**config.mk**
```make
export PLATFORM = sky130hd
export DESIGN_NAME = wtdr_front_flat
export DESIGN_NICKNAME = d
export VERILOG_FILES = /design/src/hdl/wtdr_pkg.sv /design/src/hdl/wtdr_if.sv /design/src/hdl/wtdr_front.sv /design/src/flat_wrapper.sv
export SDC_FILE = /design/constraint.sdc
export NUM_CORES = 2
export LEC_CHECK = 0
export BUFFER_PORTS_ARGS = -buffer_cell sky130_fd_sc_hd__buf_2
export CAP_MARGIN = 20
export CORE_ASPECT_RATIO = 0.9
export CORE_MARGIN = 3
export CORE_UTILIZATION = 55
export CTS_BUF_LIST = sky130_fd_sc_hd__clkbuf_4
export CTS_CLUSTER_SIZE = 30
export DETAILED_ROUTE_END_ITERATION = 10
export GPL_TIMING_DRIVEN = 0
export PLACE_DENSITY = 0.74
export REMOVE_ABC_BUFFERS = 1
export SLEW_MARGIN = 25
export SYNTH_ARGS = -nofsm -noshare
export SYNTH_HDL_FRONTEND = slang
export SYNTH_SLANG_ARGS = --single-unit
```
**constraint.sdc**
```tcl
create_clock -name clk -period 17.01 [get_ports clk]
set_input_delay 1.701 -clock clk [delete_from_list [all_inputs] [get_ports clk]]
set_output_delay 1.701 -clock clk [all_outputs]
set_load 0.05 [all_outputs]
```
**src/hdl/wtdr_pkg.sv**
```systemverilog
// Shared types and constants for the weighted-timespan difficulty retarget core.
// No dependencies; every other file imports this package.
package wtdr_pkg;

	localparam int TIME_W  = 64;
	localparam int WORK_W  = 64;
	localparam int CNT_W   = 7;
	localparam int TS_W    = 16;
	localparam int SPAN_W  = TS_W + 4;     // 10 * target spacing
	localparam int HALF_W  = CNT_W + TS_W; // ((len+1)/2) * spacing, len * spacing
	localparam int X_W     = HALF_W + 7;   // times 99
	localparam int SCL_W   = 24;           // 99% of the half-window span
	localparam int PADDR_W = 3;
	localparam int PDATA_W = 32;

	localparam logic [TS_W-1:0] TS_RESET = 16'd120;
	localparam logic [3:0]      SPAN_MUL = 4'd10;
	localparam logic [6:0]      PCT_NUM  = 7'd99;

	// x / 100 as (x * RECIP) >> RECIP_SH, exact for x below 2^32
	localparam logic [30:0] RECIP    = 31'd1374389535;
	localparam int          RECIP_SH = 37;

	// register index, taken from paddr[2]
	localparam logic REG_TARGET_SPACING = 1'b0;

	localparam int QDEPTH = 2;
	localparam int QPTR_W = $clog2(QDEPTH);

	typedef struct packed {
		logic [CNT_W-1:0]  len;
		logic [WORK_W-1:0] diff;
		logic [63:0]       wsum;
	} job_t;

endpackage

```
**src/hdl/wtdr_if.sv**
```systemverilog
// Valid/ready channel interfaces: block records in, retarget results out.
// Depends on wtdr_pkg.
interface wtdr_rec_if;
	import wtdr_pkg::*;
	logic              valid;
	logic              ready;
	logic [TIME_W-1:0] block_time;
	logic [WORK_W-1:0] cumulative_work;
	logic              final_record;

	modport source (output valid, block_time, cumulative_work, final_record, input ready);
	modport sink   (input valid, block_time, cumulative_work, final_record, output ready);
endinterface


```
**src/hdl/wtdr_front.sv**
```systemverilog
// Front end: takes records, tracks the running maximum and builds the weighted sum.
// Emits one job per window to the queue. Depends on wtdr_pkg and wtdr_rec_if.
module wtdr_front #(
	parameter int WINDOW_CAP = 60
) (
	input  logic                      clk,
	input  logic                      arst_n,
	input  logic [wtdr_pkg::TS_W-1:0] target_spacing,
	wtdr_rec_if.sink                  rec,
	input  logic                      q_full,
	output logic                      push,
	output wtdr_pkg::job_t            push_job
);
	import wtdr_pkg::*;

	localparam logic [CNT_W-1:0] CAP_C = CNT_W'(WINDOW_CAP);

	logic [CNT_W-1:0]  cnt_q;
	logic [TIME_W-1:0] max_q;
	logic [WORK_W-1:0] first_q, latest_q;
	logic [63:0]       wsum_q;

	logic              vld_s1, last_s1, add_s1;
	logic [CNT_W-1:0]  idx_s1, len_s1;
	logic [TIME_W-1:0] span_s1;
	logic [WORK_W-1:0] diff_s1;

	logic              accept, drain, counted, is_first;
	logic [TIME_W-1:0] mx;
	logic [WORK_W-1:0] first_w, latest_w;
	logic [SPAN_W-1:0] cap, span_eff;
	logic [CNT_W+SPAN_W-1:0] prod;
	logic [63:0]       wsum_next;

	assign drain    = vld_s1 && (!last_s1 || !q_full);
	assign rec.ready = !vld_s1 || drain;
	assign accept   = rec.valid && rec.ready;
	assign counted  = cnt_q < CAP_C;
	assign is_first = cnt_q == '0;
	assign mx       = (rec.block_time > max_q) ? rec.block_time : max_q;
	assign first_w  = (counted && is_first) ? rec.cumulative_work : first_q;
	assign latest_w = counted ? rec.cumulative_work : latest_q;

	// stage 2: clamp the span and accumulate
	assign cap = SPAN_W'(SPAN_MUL) * SPAN_W'(target_spacing);
	always_comb begin
		if (span_s1 == '0) begin
			span_eff = SPAN_W'(1);
		end else if (span_s1 > TIME_W'(cap)) begin
			span_eff = cap;
		end else begin
			span_eff = span_s1[SPAN_W-1:0];
		end
	end
	assign prod      = (CNT_W+SPAN_W)'(idx_s1) * (CNT_W+SPAN_W)'(span_eff);
	assign wsum_next = add_s1 ? wsum_q + 64'(prod) : wsum_q;

	assign push          = drain && last_s1;
	assign push_job.len  = len_s1;
	assign push_job.diff = diff_s1;
	assign push_job.wsum = wsum_next;

	always_ff @(posedge clk or negedge arst_n) begin
		if (!arst_n) begin
			cnt_q    <= '0;
			max_q    <= '0;
			first_q  <= '0;
			latest_q <= '0;
			wsum_q   <= '0;
			vld_s1   <= 1'b0;
		end else begin
			if (accept) begin
				if (rec.final_record) begin
					cnt_q    <= '0;
					max_q    <= '0;
					first_q  <= '0;
					latest_q <= '0;
				end else if (counted) begin
					max_q    <= is_first ? rec.block_time : mx;
					first_q  <= first_w;
					latest_q <= rec.cumulative_work;
					cnt_q    <= cnt_q + CNT_W'(1);
				end
				vld_s1 <= 1'b1;
			end else if (drain) begin
				vld_s1 <= 1'b0;
			end
			if (drain) begin
				wsum_q <= last_s1 ? '0 : wsum_next;
			end
		end
	end

	always_ff @(posedge clk) begin
		if (accept) begin
			last_s1 <= rec.final_record;
			add_s1  <= counted && !is_first;
			idx_s1  <= cnt_q;
			span_s1 <= mx - max_q;
			len_s1  <= counted ? cnt_q + CNT_W'(1) : cnt_q;
			diff_s1 <= latest_w - first_w;
		end
	end

endmodule

```
**src/flat_wrapper.sv**
```systemverilog
// flat-port wrapper written by rule: the top's interface ports become plain ports
module wtdr_front_flat import wtdr_pkg::*;
#(
	parameter int WINDOW_CAP = 60
)
  (clk, arst_n, target_spacing, q_full, push, push_job, rec_valid, rec_block_time, rec_cumulative_work, rec_final_record, rec_ready);
  wtdr_rec_if rec_i ();
  input  logic clk;
  input  logic arst_n;
  input  logic [wtdr_pkg::TS_W-1:0] target_spacing;
  input  logic q_full;
  output logic push;
  output wtdr_pkg::job_t push_job;
  input wire logic [$bits(rec_i.valid)-1:0] rec_valid;
  input wire logic [$bits(rec_i.block_time)-1:0] rec_block_time;
  input wire logic [$bits(rec_i.cumulative_work)-1:0] rec_cumulative_work;
  input wire logic [$bits(rec_i.final_record)-1:0] rec_final_record;
  output wire logic [$bits(rec_i.ready)-1:0] rec_ready;
  assign rec_i.valid = rec_valid;
  assign rec_i.block_time = rec_block_time;
  assign rec_i.cumulative_work = rec_cumulative_work;
  assign rec_i.final_record = rec_final_record;
  assign rec_ready = rec_i.ready;
  wtdr_front #(.WINDOW_CAP(WINDOW_CAP)) u_core (.clk(clk), .arst_n(arst_n), .target_spacing(target_spacing), .rec(rec_i), .q_full(q_full), .push(push), .push_job(push_job));
endmodule
```
======== Word level (Yosys, flattened, before mapping) ========
Index checks and enable logic that the tools add are counted.
Widths: inputs -> output; s select.
word-level totals
  bits in registers ....................... 408
  input bits .............................. 149
  output and inout bits ................... 137
  word-level logic and storage cells ...... 54
operators by class
  $add $sub $neg .......................... 4
  multiply operators ...................... 2
  order comparisons ....................... 3
  muxes and demuxes ....................... 17
  reductions and logical operators ........ 16
operator list
  cell                   number
  $mux 64                11
  $sub 64x64->64         2
  $add 64x27->64         1
  $gt 64x20->1           1
  $gt 64x64->1           1
  $logic_not 64->1       1
  $mux 20                2
  $mul 7x20->27          1
  $mul 3x16->19 const A  1
  $mux 7                 2
  $add 7x1->7 const B    1
  $logic_not 7->1        1
  $lt 7x6->1 const B     1
  $logic_and 1x1->1      5
  $logic_not 1->1        4
  $reduce_bool 2->1      2
  $logic_or 1x1->1       2
  $mux 1                 2
  $reduce_and 2->1       1

======== Logic depth before layout (Yosys ltp) ========
  depth after elaboration ................. 8
  gate-level depth with buffers ........... 42
  depth with buffers taken out ............ 39

======== Least setup slack after synthesis ========
OpenSTA, ideal clock, no wires.
  kind .................................... input port to output port
  from .................................... input port target_spacing[1] (netlist bit)
  to ...................................... output port push_job[63] (netlist bit)
  data arrival time ....................... 10.560 ns
  required time ........................... 15.309 ns
  slack ................................... 4.749 ns
  stages .................................. 40
  buffers on the path ..................... 2
  path through ............................ ha_1 > ha_1 > fa_1 > a21o_1 > a21oi_1 > nor2b_1 > o21ai_0 > a21oi_1 > a211o_1 > a21o_1 > xor2_1 > inv_1 > ha_1 > a21o_1 > a21o_1 > a21oi_1 > o2111ai_1 > a21o_1 > [4 not listed] > fa_1 > inv_1 > fa_1 > fa_1 > inv_1 > fa_1 > inv_1 > ha_1 > buf_2 > nand2_1 > nor3_1 > and2_1 > and3_1 > a22o_1 > o2111a_1 > nand4_2 > nor3_2 > xor2_1
RTL lines
  what         RTL line            RTL
  from (decl)  flat_wrapper.sv:10  input logic [wtdr_pkg::TS_W-1:0] target_spacing;
  to (decl)    flat_wrapper.sv:13  output wtdr_pkg::job_t push_job;

==> out/summary.txt <==
RR Startpoint: u_core.span_s1[25]
first-pass iteration count of the detailed router: 5
number of primary I/O pins: 286
CTS resizes: 0
Avg Cell Area, Syn: 9.45 um2
Netlist cell types: 86
crit path kind: input pin to primary output
PortBufs: 285
Final period util: 0.794
clk_lat worst skew: 0.94 ns
Crit path top cell by count: fa_1
post-route worst setup slack: 3.50 ns
Worst Reg-to-Reg Cells: 24
ranking of synthesized cells by area: dfrtp_1, edfxtp_1, ha_1
Critical Path Source Type: input pin
synth-to-layout area growth: 12.6%
Peak VDD IR: 0.214 mV
max_slew headroom: 0.268
combinational share of power: 0.626
worst r2r dst: u_core.wsum_q[63]
Clock Skew: 0.100 ns
DR iter-0 viols: 1,715
P_int: 3.20 mW
cell area after synthesis: 32,900 um2
worst slew pin tran: 1.09 ns
CTS clk-pin slew, worst paths: 0.06 ns
Via density: 5.87
clock sinks: 408
TritonCTS buffer count: 111
P_sw: 3.07 mW
top-count cell post-synth: nand2_1
sequential-to-total area share from yosys stat: 0.332
Hold Crit Depth: 2
row cnt: 84
Avg WL per Cell: 18.2 um
Crit path largest cell delay: 0.82 ns
initial antenna violation count: 13
CP max stage cell: a211oi_1
Peak Freq: 74.0 MHz
switching part of the total: 0.489
GPL Wtd Cong: 0.911
final wirelength: 84.6 mm
Reg power frac: 0.224
#FFs+latches synth: 408
CTS tree: yes
worst path arrival time: 11.81 ns
Hold Fails Final Rpt: 0
post-place setup slack: 3.15 ns
via count: 27,300
Hold Path End: u_core.first_q[47]
clock root buffer master: clkbuf_4
crit-path max FO: 22
number of synthesis warnings: 0
Cell Pwr Density: 169 nW/um2
Leakage Power: 17.9 nW
reg2reg setup slack: 8.61 ns
Post-CTS Setup Bufs: 0
final core utilization: 0.630
hold_sp: u_core.first_q[47]
Synth async-reset ratio: 0.647
Core ar.: 58,900 um2
Post-Syn Instances: 3,484
hold_buf cts: 0
Hold Crit Class: flop to flop
Max Slew Vio Count: 0
DP Wirelength: 64.1 mm
first-pass GRT wire length: 139 mm
EDFF count, synth: 144
MaxCap Viol Count: 0
Chip Height: 238 um
H-tree level count: 3
Final min period: 13.51 ns
synth cell count leaders: nand2_1, ha_1, inv_1
CP endpoint kind: primary output
vias in the first global route: 26,700
Yosys top cell area share: 0.201
cell taking the most area after synthesis: dfrtp_1
Clk pwr share: 0.149
clk buf depth: 3
Final Setup Violations: 0
Main synth FF type: dfrtp_1
gr usage total: 0.267
RSZ-0062 raised after global routing: false
pin count of the biggest net entering global routing: 89
layout cells sized above 1: 0.164
Final Net Count: 4,328
die extent in x: 264 um
total grt overflow: 0
Req. time, crit path: 15.31 ns
outcome: completed
final antenna-violating net count: 0
die footprint: 62,800 um2
initial cell density of the core: 0.559
DRC viols: 0
-- cell families after synthesis --
| kind of cell | synth area share |
|---|---|
| compound gates | 0.193 |
| simple gates | 0.134 |
| flops | 0.332 |
| buf+inv | 0.0513 |
| xor+xnor | 0.0519 |
| fa+ha+maj | 0.182 |
| mux | 0.0566 |
-- per-stage QoR --
step | area, um2 | total power, mW | TNS, ns | hold WS (ns) | std cells
after global placement | 34700 | 5.25 | -427.70 | 0.462 | 4396
final | 37100 | 6.28 | 0 | 0.476 | 4648
after global routing | 37100 | 6.81 | 0 | 0.507 | 4645
after CTS | 37000 | 6.29 | 0 | 0.486 | 4636
after floorplan | 32300 | 4.42 | 0 | 0.449 | 3337
after detailed placement | 35600 | 5.32 | 0 | 0.470 | 4432
-- critical path: cells and delay by family --
family / cells / cell delay [ns]
xor gates and xnor gates: 2 / 0.37
adders and majority gates: 9 / 3.50
AOI/OAI and AO/OA: 17 / 4.70
and+or+nand+nor: 4 / 0.84
buffers and inverters: 6 / 0.64
-- area by class of cell --
class / count / area [um2]
antenna: 12 / 30.0
clock buffer: 174 / 1310
clock inverter: 30 / 184
fill: 4998 / 21800
inverter: 283 / 1070
multi-input combinational: 2646 / 20400
sequential: 408 / 10900
tap: 774 / 968
timing repair buffer: 321 / 2190
-- worst max path at each step --
stage	start	end	slack, ns	cells after the start
2_1_floorplan	q_full	u_core.max_q[0]	4.59	6
3_3_place_gp	q_full	u_core.max_q[7]	-4.57	7
3_5_place_dp	target_spacing[1]	push_job[43]	3.15	37
4_1_cts	target_spacing[1]	push_job[43]	3.14	37
5_1_grt	target_spacing[1]	push_job[43]	2.81	37
6_report	target_spacing[1]	push_job[43]	3.50	38
-- sequential cells by signal (all words and copies together) (netlist names), 7 cells and up --
| name | count |
|---|---|
| u_core.idx_s1 | 7 |
| u_core.first_q | 64 |
| u_core.span_s1 | 64 |
| u_core.wsum_q | 64 |
| u_core.diff_s1 | 64 |
| u_core.max_q | 64 |
| u_core.cnt_q | 7 |
| u_core.latest_q | 64 |
| u_core.len_s1 | 7 |
-- power by group through the flow --
stage | Sequential [mW] | Clock (mW) | Combinational, mW
after CTS | 1.41 | 0.967 | 3.92
after floorplan | 1.57 | 0 | 2.86
after global placement | 1.43 | 0 | 3.83
after global routing | 1.43 | 1.02 | 4.36
final | 1.41 | 0.938 | 3.93
after detailed placement | 1.42 | 0 | 3.90
-- cells in the final DEF (no fill, tap or decap), types with 18 or more instances in the layout --
master,netlist,final
nand2_1,380,377
ha_1,291,291
buf_2,16,284
inv_1,282,281
dfrtp_1,264,264
o21ai_0,253,251
a21oi_1,204,204
clkbuf_4,0,174
a22o_1,153,153
edfxtp_1,144,144
a21o_1,132,131
xnor2_1,123,123
nor2_1,123,121
fa_1,117,117
mux2i_1,95,95
mux2_2,81,81
xor2_1,72,72
and2_1,62,62
nand4_1,56,56
and3_1,52,52
nand3_1,51,51
nor2b_1,48,48
nor3_1,35,35
nor4_1,30,30
o21bai_1,28,27
nand2b_1,26,26
o21a_1,26,25
a211oi_1,19,19
a31oi_1,19,19
clkinv_1,1,19
buf_16,0,18
-- routing by layer --
layer  part of all wire  GRT usage
met1               0.45      0.369
met2               0.45      0.421
met3              0.063     0.0552
met4              0.029     0.0894
met5            0.00050          0
Note: power is estimated with default switching activity, not from simulation.
