==> src/hdl/wtdr_pkg.sv <==
// Shared types and constants for the weighted-timespan difficulty retarget core.
// No dependencies; every other file imports this package.
package wtdr_pkg;

	localparam int TIME_W  = 64;
	localparam int WORK_W  = 64;
	localparam int CNT_W   = 7;
	localparam int TS_W    = 16;
	localparam int SPAN_W  = TS_W + 4;     // 10 * target spacing
	localparam int HALF_W  = CNT_W + TS_W; // ((len+1)/2) * spacing, len * spacing
	localparam int X_W     = HALF_W + 7;   // times 99
	localparam int SCL_W   = 24;           // 99% of the half-window span
	localparam int PADDR_W = 3;
	localparam int PDATA_W = 32;

	localparam logic [TS_W-1:0] TS_RESET = 16'd120;
	localparam logic [3:0]      SPAN_MUL = 4'd10;
	localparam logic [6:0]      PCT_NUM  = 7'd99;

	// x / 100 as (x * RECIP) >> RECIP_SH, exact for x below 2^32
	localparam logic [30:0] RECIP    = 31'd1374389535;
	localparam int          RECIP_SH = 37;

	// register index, taken from paddr[2]
	localparam logic REG_TARGET_SPACING = 1'b0;

	localparam int QDEPTH = 2;
	localparam int QPTR_W = $clog2(QDEPTH);

	typedef struct packed {
		logic [CNT_W-1:0]  len;
		logic [WORK_W-1:0] diff;
		logic [63:0]       wsum;
	} job_t;

endpackage

==> src/hdl/wtdr_if.sv <==


interface wtdr_lvl_if;
	logic        valid;
	logic        ready;
	logic [63:0] next_level;
	logic        product_overflow;

	modport source (output valid, next_level, product_overflow, input ready);
	modport sink   (input valid, next_level, product_overflow, output ready);
endinterface

==> src/hdl/wtdr_back.sv <==
// Back end: scaling, 64x24 product in two halves, overflow test and a bit-serial
// divider, then the output register. Depends on wtdr_pkg and wtdr_lvl_if.
module wtdr_back (
	input  logic                      clk,
	input  logic                      arst_n,
	input  logic [wtdr_pkg::TS_W-1:0] target_spacing,
	input  logic                      q_valid,
	input  wtdr_pkg::job_t            q_head,
	output logic                      pop,
	wtdr_lvl_if.source                lvl
);
	import wtdr_pkg::*;

	typedef enum logic [8:0] {
		ST_IDLE   = 9'b000000001,
		ST_SCALE0 = 9'b000000010,
		ST_SCALE1 = 9'b000000100,
		ST_SCALE2 = 9'b000001000,
		ST_MUL0   = 9'b000010000,
		ST_MUL1   = 9'b000100000,
		ST_MUL2   = 9'b001000000,
		ST_DIV    = 9'b010000000,
		ST_DONE   = 9'b100000000
	} state_t;

	state_t            state_q;
	job_t              job_q;
	logic [HALF_W-1:0] half_q, floor_q;
	logic [X_W-1:0]    x_q;
	logic [SCL_W-1:0]  scaled_q;
	logic [63:0]       dvs_q, rem_q, quo_q;
	logic              ovf_q;
	logic [5:0]        step_q;
	logic [31+SCL_W:0] plo_q, phi_q;

	logic              out_vld_q, out_ovf_q;
	logic [63:0]       out_lvl_q;

	logic [CNT_W:0]        len_p1;
	logic [X_W+30:0]       recip_prod;
	logic [31:0]           mul_a;
	logic [31+SCL_W:0]     mul_p;
	logic [95:0]           full_prod;
	logic [64:0]           shifted;
	logic                  ge;
	logic                  out_free;

	assign len_p1     = {1'b0, job_q.len} + (CNT_W+1)'(1);
	assign recip_prod = (X_W+31)'(x_q) * (X_W+31)'(RECIP);
	assign mul_a      = (state_q == ST_MUL0) ? job_q.diff[31:0] : job_q.diff[63:32];
	assign mul_p      = (32+SCL_W)'(mul_a) * (32+SCL_W)'(scaled_q);
	assign full_prod  = {8'b0, phi_q, 32'b0} + {40'b0, plo_q};
	assign shifted    = {rem_q, quo_q[63]};
	assign ge         = shifted >= {1'b0, dvs_q};
	assign out_free   = !out_vld_q || lvl.ready;

	assign pop                  = (state_q == ST_IDLE) && q_valid;
	assign lvl.valid            = out_vld_q;
	assign lvl.next_level       = out_lvl_q;
	assign lvl.product_overflow = out_ovf_q;

	always_ff @(posedge clk or negedge arst_n) begin
		if (!arst_n) begin
			state_q   <= ST_IDLE;
			out_vld_q <= 1'b0;
		end else begin
			if (lvl.ready) begin
				out_vld_q <= 1'b0;
			end
			case (state_q)
				ST_IDLE: begin
					if (q_valid) state_q <= ST_SCALE0;
				end
				ST_SCALE0: begin
					state_q <= (job_q.len <= CNT_W'(1)) ? ST_DONE : ST_SCALE1;
				end
				ST_SCALE1: state_q <= ST_SCALE2;
				ST_SCALE2: state_q <= ST_MUL0;
				ST_MUL0:   state_q <= ST_MUL1;
				ST_MUL1:   state_q <= ST_MUL2;
				ST_MUL2: begin
					state_q <= (full_prod[95:64] != '0) ? ST_DONE : ST_DIV;
				end
				ST_DIV: begin
					if (step_q == '0) state_q <= ST_DONE;
				end
				ST_DONE: begin
					if (out_free) begin
						out_vld_q <= 1'b1;
						state_q   <= ST_IDLE;
					end
				end
				default: state_q <= ST_IDLE;
			endcase
		end
	end

	always_ff @(posedge clk) begin
		case (state_q)
			ST_IDLE: begin
				job_q <= q_head;
			end
			ST_SCALE0: begin
				half_q  <= HALF_W'(len_p1[CNT_W:1]) * HALF_W'(target_spacing);
				floor_q <= (HALF_W'(job_q.len) * HALF_W'(target_spacing)) >> 1;
				quo_q   <= 64'd1;
				ovf_q   <= 1'b0;
			end
			ST_SCALE1: begin
				x_q <= X_W'(half_q) * X_W'(PCT_NUM);
			end
			ST_SCALE2: begin
				scaled_q <= recip_prod[RECIP_SH+SCL_W-1:RECIP_SH];
				if (job_q.wsum < 64'(floor_q)) begin
					dvs_q <= (floor_q == '0) ? 64'd1 : 64'(floor_q);
				end else begin
					dvs_q <= (job_q.wsum == '0) ? 64'd1 : job_q.wsum;
				end
			end
			ST_MUL0: plo_q <= mul_p;
			ST_MUL1: phi_q <= mul_p;
			ST_MUL2: begin
				if (full_prod[95:64] != '0) begin
					quo_q <= '0;
					ovf_q <= 1'b1;
				end else begin
					quo_q <= full_prod[63:0];
				end
				rem_q  <= '0;
				step_q <= 6'd63;
			end
			ST_DIV: begin
				rem_q  <= ge ? 64'(shifted - {1'b0, dvs_q}) : shifted[63:0];
				quo_q  <= {quo_q[62:0], ge};
				step_q <= step_q - 6'd1;
			end
			ST_DONE: begin
				if (out_free) begin
					out_lvl_q <= quo_q;
					out_ovf_q <= ovf_q;
				end
			end
			default: ;
		endcase
	end

endmodule

==> src/flat_wrapper.sv <==
// flat-port wrapper written by rule: the top's interface ports become plain ports
module wtdr_back_flat import wtdr_pkg::*;
  (clk, arst_n, target_spacing, q_valid, q_head, pop, lvl_valid, lvl_next_level, lvl_product_overflow, lvl_ready);
  wtdr_lvl_if lvl_i ();
  input  logic clk;
  input  logic arst_n;
  input  logic [wtdr_pkg::TS_W-1:0] target_spacing;
  input  logic q_valid;
  input  wtdr_pkg::job_t q_head;
  output logic pop;
  output wire logic [$bits(lvl_i.valid)-1:0] lvl_valid;
  output wire logic [$bits(lvl_i.next_level)-1:0] lvl_next_level;
  output wire logic [$bits(lvl_i.product_overflow)-1:0] lvl_product_overflow;
  input wire logic [$bits(lvl_i.ready)-1:0] lvl_ready;
  assign lvl_valid = lvl_i.valid;
  assign lvl_next_level = lvl_i.next_level;
  assign lvl_product_overflow = lvl_i.product_overflow;
  assign lvl_i.ready = lvl_ready;
  wtdr_back u_core (.clk(clk), .arst_n(arst_n), .target_spacing(target_spacing), .q_valid(q_valid), .q_head(q_head), .pop(pop), .lvl(lvl_i));
endmodule
==> config.mk <==
export PLATFORM = sky130hd
export DESIGN_NAME = wtdr_back_flat
export DESIGN_NICKNAME = d
export VERILOG_FILES = /design/src/hdl/wtdr_pkg.sv /design/src/hdl/wtdr_if.sv /design/src/hdl/wtdr_back.sv /design/src/flat_wrapper.sv
export SDC_FILE = /design/constraint.sdc
export NUM_CORES = 2
export LEC_CHECK = 0
export ABC_CLOCK_PERIOD_IN_PS = 11600
export BUFFER_PORTS_ARGS = -buffer_cell sky130_fd_sc_hd__buf_2
export CAP_MARGIN = 20
export CORE_ASPECT_RATIO = 1.2
export CORE_MARGIN = 10
export CORE_UTILIZATION = 52
export CTS_BUF_LIST = sky130_fd_sc_hd__clkbuf_8
export DETAILED_ROUTE_END_ITERATION = 7
export PLACE_DENSITY = 0.78
export SLEW_MARGIN = 20
export SYNTH_ARGS = -nofsm -noshare
export SYNTH_HDL_FRONTEND = slang
export SYNTH_SLANG_ARGS = --single-unit
==> constraint.sdc <==
create_clock -name clk -period 11.6 [get_ports clk]
set_input_delay 0 -clock clk [delete_from_list [all_inputs] [get_ports clk]]
set_output_delay 0 -clock clk [all_outputs]
set_load 0.01 [all_outputs]
* Word-level counts from Yosys, hierarchy flattened
Cells that the tools add are included.
** Operators by class
- Add/subtract/negate cells :: 4
- Multipliers :: 5
- Magnitude comparators :: 3
- Eq/ne operators :: 13
- Multiplexer cells :: 20
- Reduce and logical (&&, ||, !) cells :: 13
** Operator list (count)
- $mux 64 :: 4
- $pmux 64 s3 :: 1
- $pmux 64 s2 :: 1
- $add 88x56->89 :: 1
- $pmux 9 s9 :: 1
- $ge 65x64->1 :: 1
- $logic_not 64->1 :: 1
- $lt 64x22->1 :: 1
- $sub 64x64->64 :: 1
- $mul 30x31->61 const B :: 1
- $mul 32x24->56 :: 1
- $mul 7x16->23 :: 2
- $mux 9 :: 5
- $mux 32 :: 1
- $reduce_bool 32->1 :: 1
- $mul 23x7->30 const B :: 1
- $logic_not 23->1 :: 1
- $mux 22 :: 1
- $pmux 6 s2 :: 1
- $eq 9x1->1 const B :: 1
- $eq 9x2->1 const B :: 1
- $eq 9x3->1 const B :: 1
- $eq 9x4->1 const B :: 1
- $eq 9x5->1 const B :: 1
- other kinds (19) :: 26
** Word-level totals
- Flip-flop bits (word level) :: 620
- Bits of input ports :: 155
- Output and inout bits :: 67
- Logic and storage cells :: 76

* Logic depth before layout (Yosys ltp)
- Depth after elaboration :: 4
- Mapped depth :: 37
- Mapped depth without buffers :: 35

* Worst setup path before layout
No wires, ideal clock.
- Path kind :: reg2reg
- From :: register u_core.state_q[2]
- To :: register u_core.state_q[0]
- Library setup time :: 0.078 ns
- Data arrival time :: 12.406 ns
- Data required time :: 11.522 ns
- Setup slack :: -0.884 ns
- Cell stages (with the launch flop) :: 9
- Buffers on the path :: 0
- Period minus slack after synthesis :: 12.484 ns
- Path through :: dfrtp_1 > or3_1 > nor3_1 > nand2_1 > nor3b_1 > and2_1 > or4_1 > nand3_1 > and3_1
** On the way
- Cells in the longest elaborated chain, start to end :: 3
- Elaborated cells between the ends (all ways) :: 14
- Classes of those cells :: 12 x eq/ne; 1 x mux; 1 x reduce/logical
** Ends and longest elaborated chain
- start: declaration :: line wtdr_back.sv:26 : state_t state_q;
- start signal: assignment :: line wtdr_back.sv:75 : state_q <= (job_q.len <= CNT_W'(1)) ? ST_DONE : ST_SCALE1;
- start signal: assignment :: line wtdr_back.sv:82 : state_q <= (full_prod[95:64] != '0) ? ST_DONE : ST_DIV;
- $eq 9x9->1, or another cell as far along :: line wtdr_back.sv:70 : case (state_q)
- $ne 2x1->1 (no line) / $ne 2x2->1 (equally long branches)
- $reduce_and 3->1 (no line)
Parallel ways exist; a longest one is shown, timed or not.
A chain may end at the register's enable or synchronous reset.

* Worst setup path after layout
- From :: register u_core.state_q[6]
- To :: register u_core.plo_q[54] (data pin)
** On the way
- Cells in the longest elaborated chain, start to end :: 3
** Ends and longest elaborated chain
- $eq 9x5->1 :: line wtdr_back.sv:50 : assign mul_a = (state_q == ST_MUL0) ? job_q.diff[31:0] : job_q.diff[63:32];
- $mux 32 :: line wtdr_back.sv:50
- $mul 32x24->56 :: line wtdr_back.sv:51 : assign mul_p = (32+SCL_W)'(mul_a) * (32+SCL_W)'(scaled_q);
- named net u_core.mul_p[54] :: line wtdr_back.sv:42 : logic [31+SCL_W:0] mul_p;
- end signal: assignment :: line wtdr_back.sv:120 : ST_MUL0: plo_q <= mul_p;
- end: declaration :: line wtdr_back.sv:34 : logic [31+SCL_W:0] plo_q, phi_q;
The timed path passes the listed nets, and every way through them passes these cells.

==> reports/metrics.yaml <==
clocking:
  cts_resized: 0
  cts_max_level: 3
  cts_buffer_depth: 3
  cts_buffers: 100
  insertion_delay_ps: 890
  clkTransAtPathRegs_ps: 60
  clkSinkCount: 620
  tritoncts: "built"
  clock-root-buffer: "clkbuf_8"
grt:
  track_usage_pct: 24.7
  grt_max_degree: 138
  grt_pass1_wl_um: 316000
  grt_pass1_vias: 58500
  antenna_found_initial: 38
  grt-ovfl-total: 0
route:
  vias: 54800
  first_iter_violations: 3890
  drt-pass1-iter-count: 8
  routed_via_density: 5.52
  drt_wl_total_um: 201000
  drc: 0
  postRouteAntennaNets: 0
  avgRoutedWirePerCell_um: 20.2
synth:
  async_reset_ff_share_pct: 1.61
  syn-num-nets: 9625
  yosysWarnings: 0
  syn_inst: 7497
  yosys.area.top_type_share_pct: 30.4
  synth_seq_cells: 620
  netlist.top_cell.by_area: "fa_1"
  avgSynthCellArea_um2: 10.2
  synth_seq_area_share_pct: 24.3
  synth_area_leaders: "fa_1 30%, edfxtp_1 24%, ha_1 13%"
  synth_ff_type: "edfxtp_1"
  synth_cell_type_count: 97
  synth_area_mm2: 0.0765
  synth-edff-count: 610
worst_setup_path:
  r2r_setup_slack_ps: 1400
  worstSetupStartpointType: "flip-flop"
  r2r-start: "u_core.state_q[6]$_DFFE_PN0P_"
  r2r_cells: 34
  end_kind: "flip-flop"
  cp.required_ps: 12170
  critPathMaxFanout: 33
  timing.rr.end: "u_core.plo_q[54]$_DFFE_PP_"
  crit_arrival_ps: 10770
  criticalPathCategory: "flip-flop to flip-flop"
  critPathMaxStageDelay_ps: 750
  crit_path_frequent_cell: "fa_1"
  slowest_stage: "nand2_1"
min_path:
  hold_path.class: "input port to flip-flop"
  min_from: "target_spacing[15]"
  min_to: "u_core.floor_q[21]$_DFFE_PP_"
  min_path_cells: 5
sta:
  setup_violations: 0
  drv_slew: 0
  period_share_pct: 87.9
  finClkSkew_ps: 68.8
  finalHoldViolations: 0
  tns_ps: 0
  fmax_mhz: 98.0
  min_period_ps: 10200
  rsz0062_at_grt: "no"
  worst_pin_slew_ps: 1040
  setup_ws_ps: 1400
  relSlewSlack_pct: 30.6
layout:
  fillers: 12000
  seqCellArea_mm2: 0.0186
  nets: 10000
  fin_area_mm2: 0.0845
  fin_util_pct: 57.6
  drive_gt1_share_pct: 6.16
  area_growth_syn_to_layout_pct: 10.4
  multi_input_comb_area_mm2: 0.0506
floorplanning:
  die_x_um: 370
  start_util_pct: 52.2
  die_h_um: 440
  core_area_mm2: 0.147
  fp-row-count: 154
  io-pin-count: 222
  fp.dieArea_mm2: 0.163
placement:
  gp_congestion: 0.993
  preCtsSetupSlack_ps: 1520
  hpwl_um: 156000
  postPlaceCellArea_mm2: 0.0795
  numPortBuffers: 221
job:
  maxCapViolCount: 0
outcome:
  outcome: "completed"
==> layout make-up <==
cell class	count	area share (%)
Multi-Input combinational cell	4918	59.9
Clock buffer	101	1.64
Antenna cell	30	0.0888
Inverter	1664	7.40
Timing Repair Buffer	570	5.27
Clock inverter	79	0.881
Sequential cell	620	22.0
Tap cell	1950	2.89
==> critical path, delay by kind of cell, from the launching register on <==
kind	cells	cell delay, ps
buffers and inverters	6	730
XOR/XNOR	1	100
flip-flops	1	430
adder cells (fa/ha/maj)	8	3990
AND/OR/NAND/NOR	9	2160
AO/OA/AOI/OAI	10	2460
==> worst max path at each step <==
stage                     cells past startpoint                     startpoint                          to  slack [ps]
after global routing                         33  u_core.state_q[6]$_DFFE_PN0P_  u_core.phi_q[53]$_DFFE_PP_         740
after CTS                                    32  u_core.state_q[6]$_DFFE_PN0P_  u_core.plo_q[47]$_DFFE_PP_        1470
after global placement                       32  u_core.state_q[6]$_DFFE_PN0P_  u_core.phi_q[53]$_DFFE_PP_        1810
after detailed placement                     32  u_core.state_q[6]$_DFFE_PN0P_  u_core.plo_q[53]$_DFFE_PP_        1520
after floorplan                               4  u_core.state_q[6]$_DFFE_PN0P_   u_core.dvs_q[0]$_DFFE_PP_         700
final                                        34  u_core.state_q[6]$_DFFE_PN0P_  u_core.plo_q[54]$_DFFE_PP_        1400
==> per-layer routing <==
metal | share of wire, % | track usage [%]
met5 | 0.039 | 0
met2 | 49 | 41.5
met3 | 8.1 | 4.98
met4 | 6.5 | 14.3
met1 | 37 | 29.2
==> layout by cell type (no fill, tap or decap), types with 36 or more instances in the layout <==
cell,count
nor3_1,37
mux2i_1,44
dlygate4sd3_1,279
o21bai_1,45
nand3_1,62
clkbuf_8,101
nor2_1,205
and3_1,36
and2_1,452
nand4_1,51
nand2_1,785
inv_1,1680
o21ai_0,126
xor2_1,86
a21o_1,125
a22o_1,79
buf_2,221
a21oi_1,243
nor2b_1,53
xnor2_1,157
fa_1,1163
edfxtp_1,610
ha_1,810
buf_4,68
==> kinds of logic (layout without fill, tap and decap cells) <==
family | after synthesis | in the layout | synth area share (%)
buffers and inverters | 1959 | 2414 | 9.72
AOI/OAI and AO/OA | 842 | 842 | 7.41
and+or+nand+nor | 1815 | 1815 | 11.6
DFF | 620 | 620 | 24.3
other | 0 | 30 | 0
muxes | 45 | 45 | 0.590
xor gates and xnor gates | 243 | 243 | 2.78
adders and majority gates | 1973 | 1973 | 43.7
==> sequential cells by signal, summed over array words and instances (netlist names) <==
name	cells
u_core.scaled_q	24
u_core.lvl.next_level	64
u_core.step_q	6
u_core.half_q	23
u_core.rem_q	64
u_core.quo_q	64
u_core.x_q	30
u_core.phi_q	56
u_core.job_q	135
u_core.lvl.product_overflow	1
u_core.floor_q	22
u_core.state_q	9
u_core.lvl.valid	1
u_core.dvs_q	64
u_core.plo_q	56
u_core.ovf_q	1
==> stage by stage <==
stage                     std cells  hold WS (ps)
after CTS                      9902          36.6
after floorplan                7497          -296
after detailed placement       9443          -115
final                          9932          71.1
after global placement         9442          -118
after global routing           9920           147
==> Yosys cell counts (6+ instances only) <==
cell type / number
fa_1: 1163
o211ai_1: 11
buf_2: 7
a21boi_0: 11
o21ai_1: 8
nor2_1: 207
nor4_1: 34
a41oi_1: 6
a22o_1: 79
nand3_1: 64
nand2_1: 786
a21oi_1: 243
nor3b_1: 7
a221oi_1: 6
dfrtp_1: 9
or2_2: 13
edfxtp_1: 610
and2_1: 452
buf_1: 9
nand4_1: 51
xor2_1: 86
o31ai_1: 9
nor3_1: 37
or3_1: 14
o21ai_0: 126
a31o_2: 8
clkbuf_1: 271
nand2b_1: 28
nor2b_1: 53
mux2i_1: 44
a31oi_1: 22
xnor2_1: 157
ha_1: 810
a21o_1: 125
a211oi_1: 35
buf_8: 6
o21bai_1: 45
o21a_1: 32
and3_1: 36
inv_1: 1662
==> what timing repair did <==
action	CTS	global route
hold endpoints to repair	154	0
buffers inserted	0	0
hold buffers	279	0
Power is left out: the tool's default activity adds up to more than one toggle a clock period on the data nets, which glitch-free logic cannot reach.
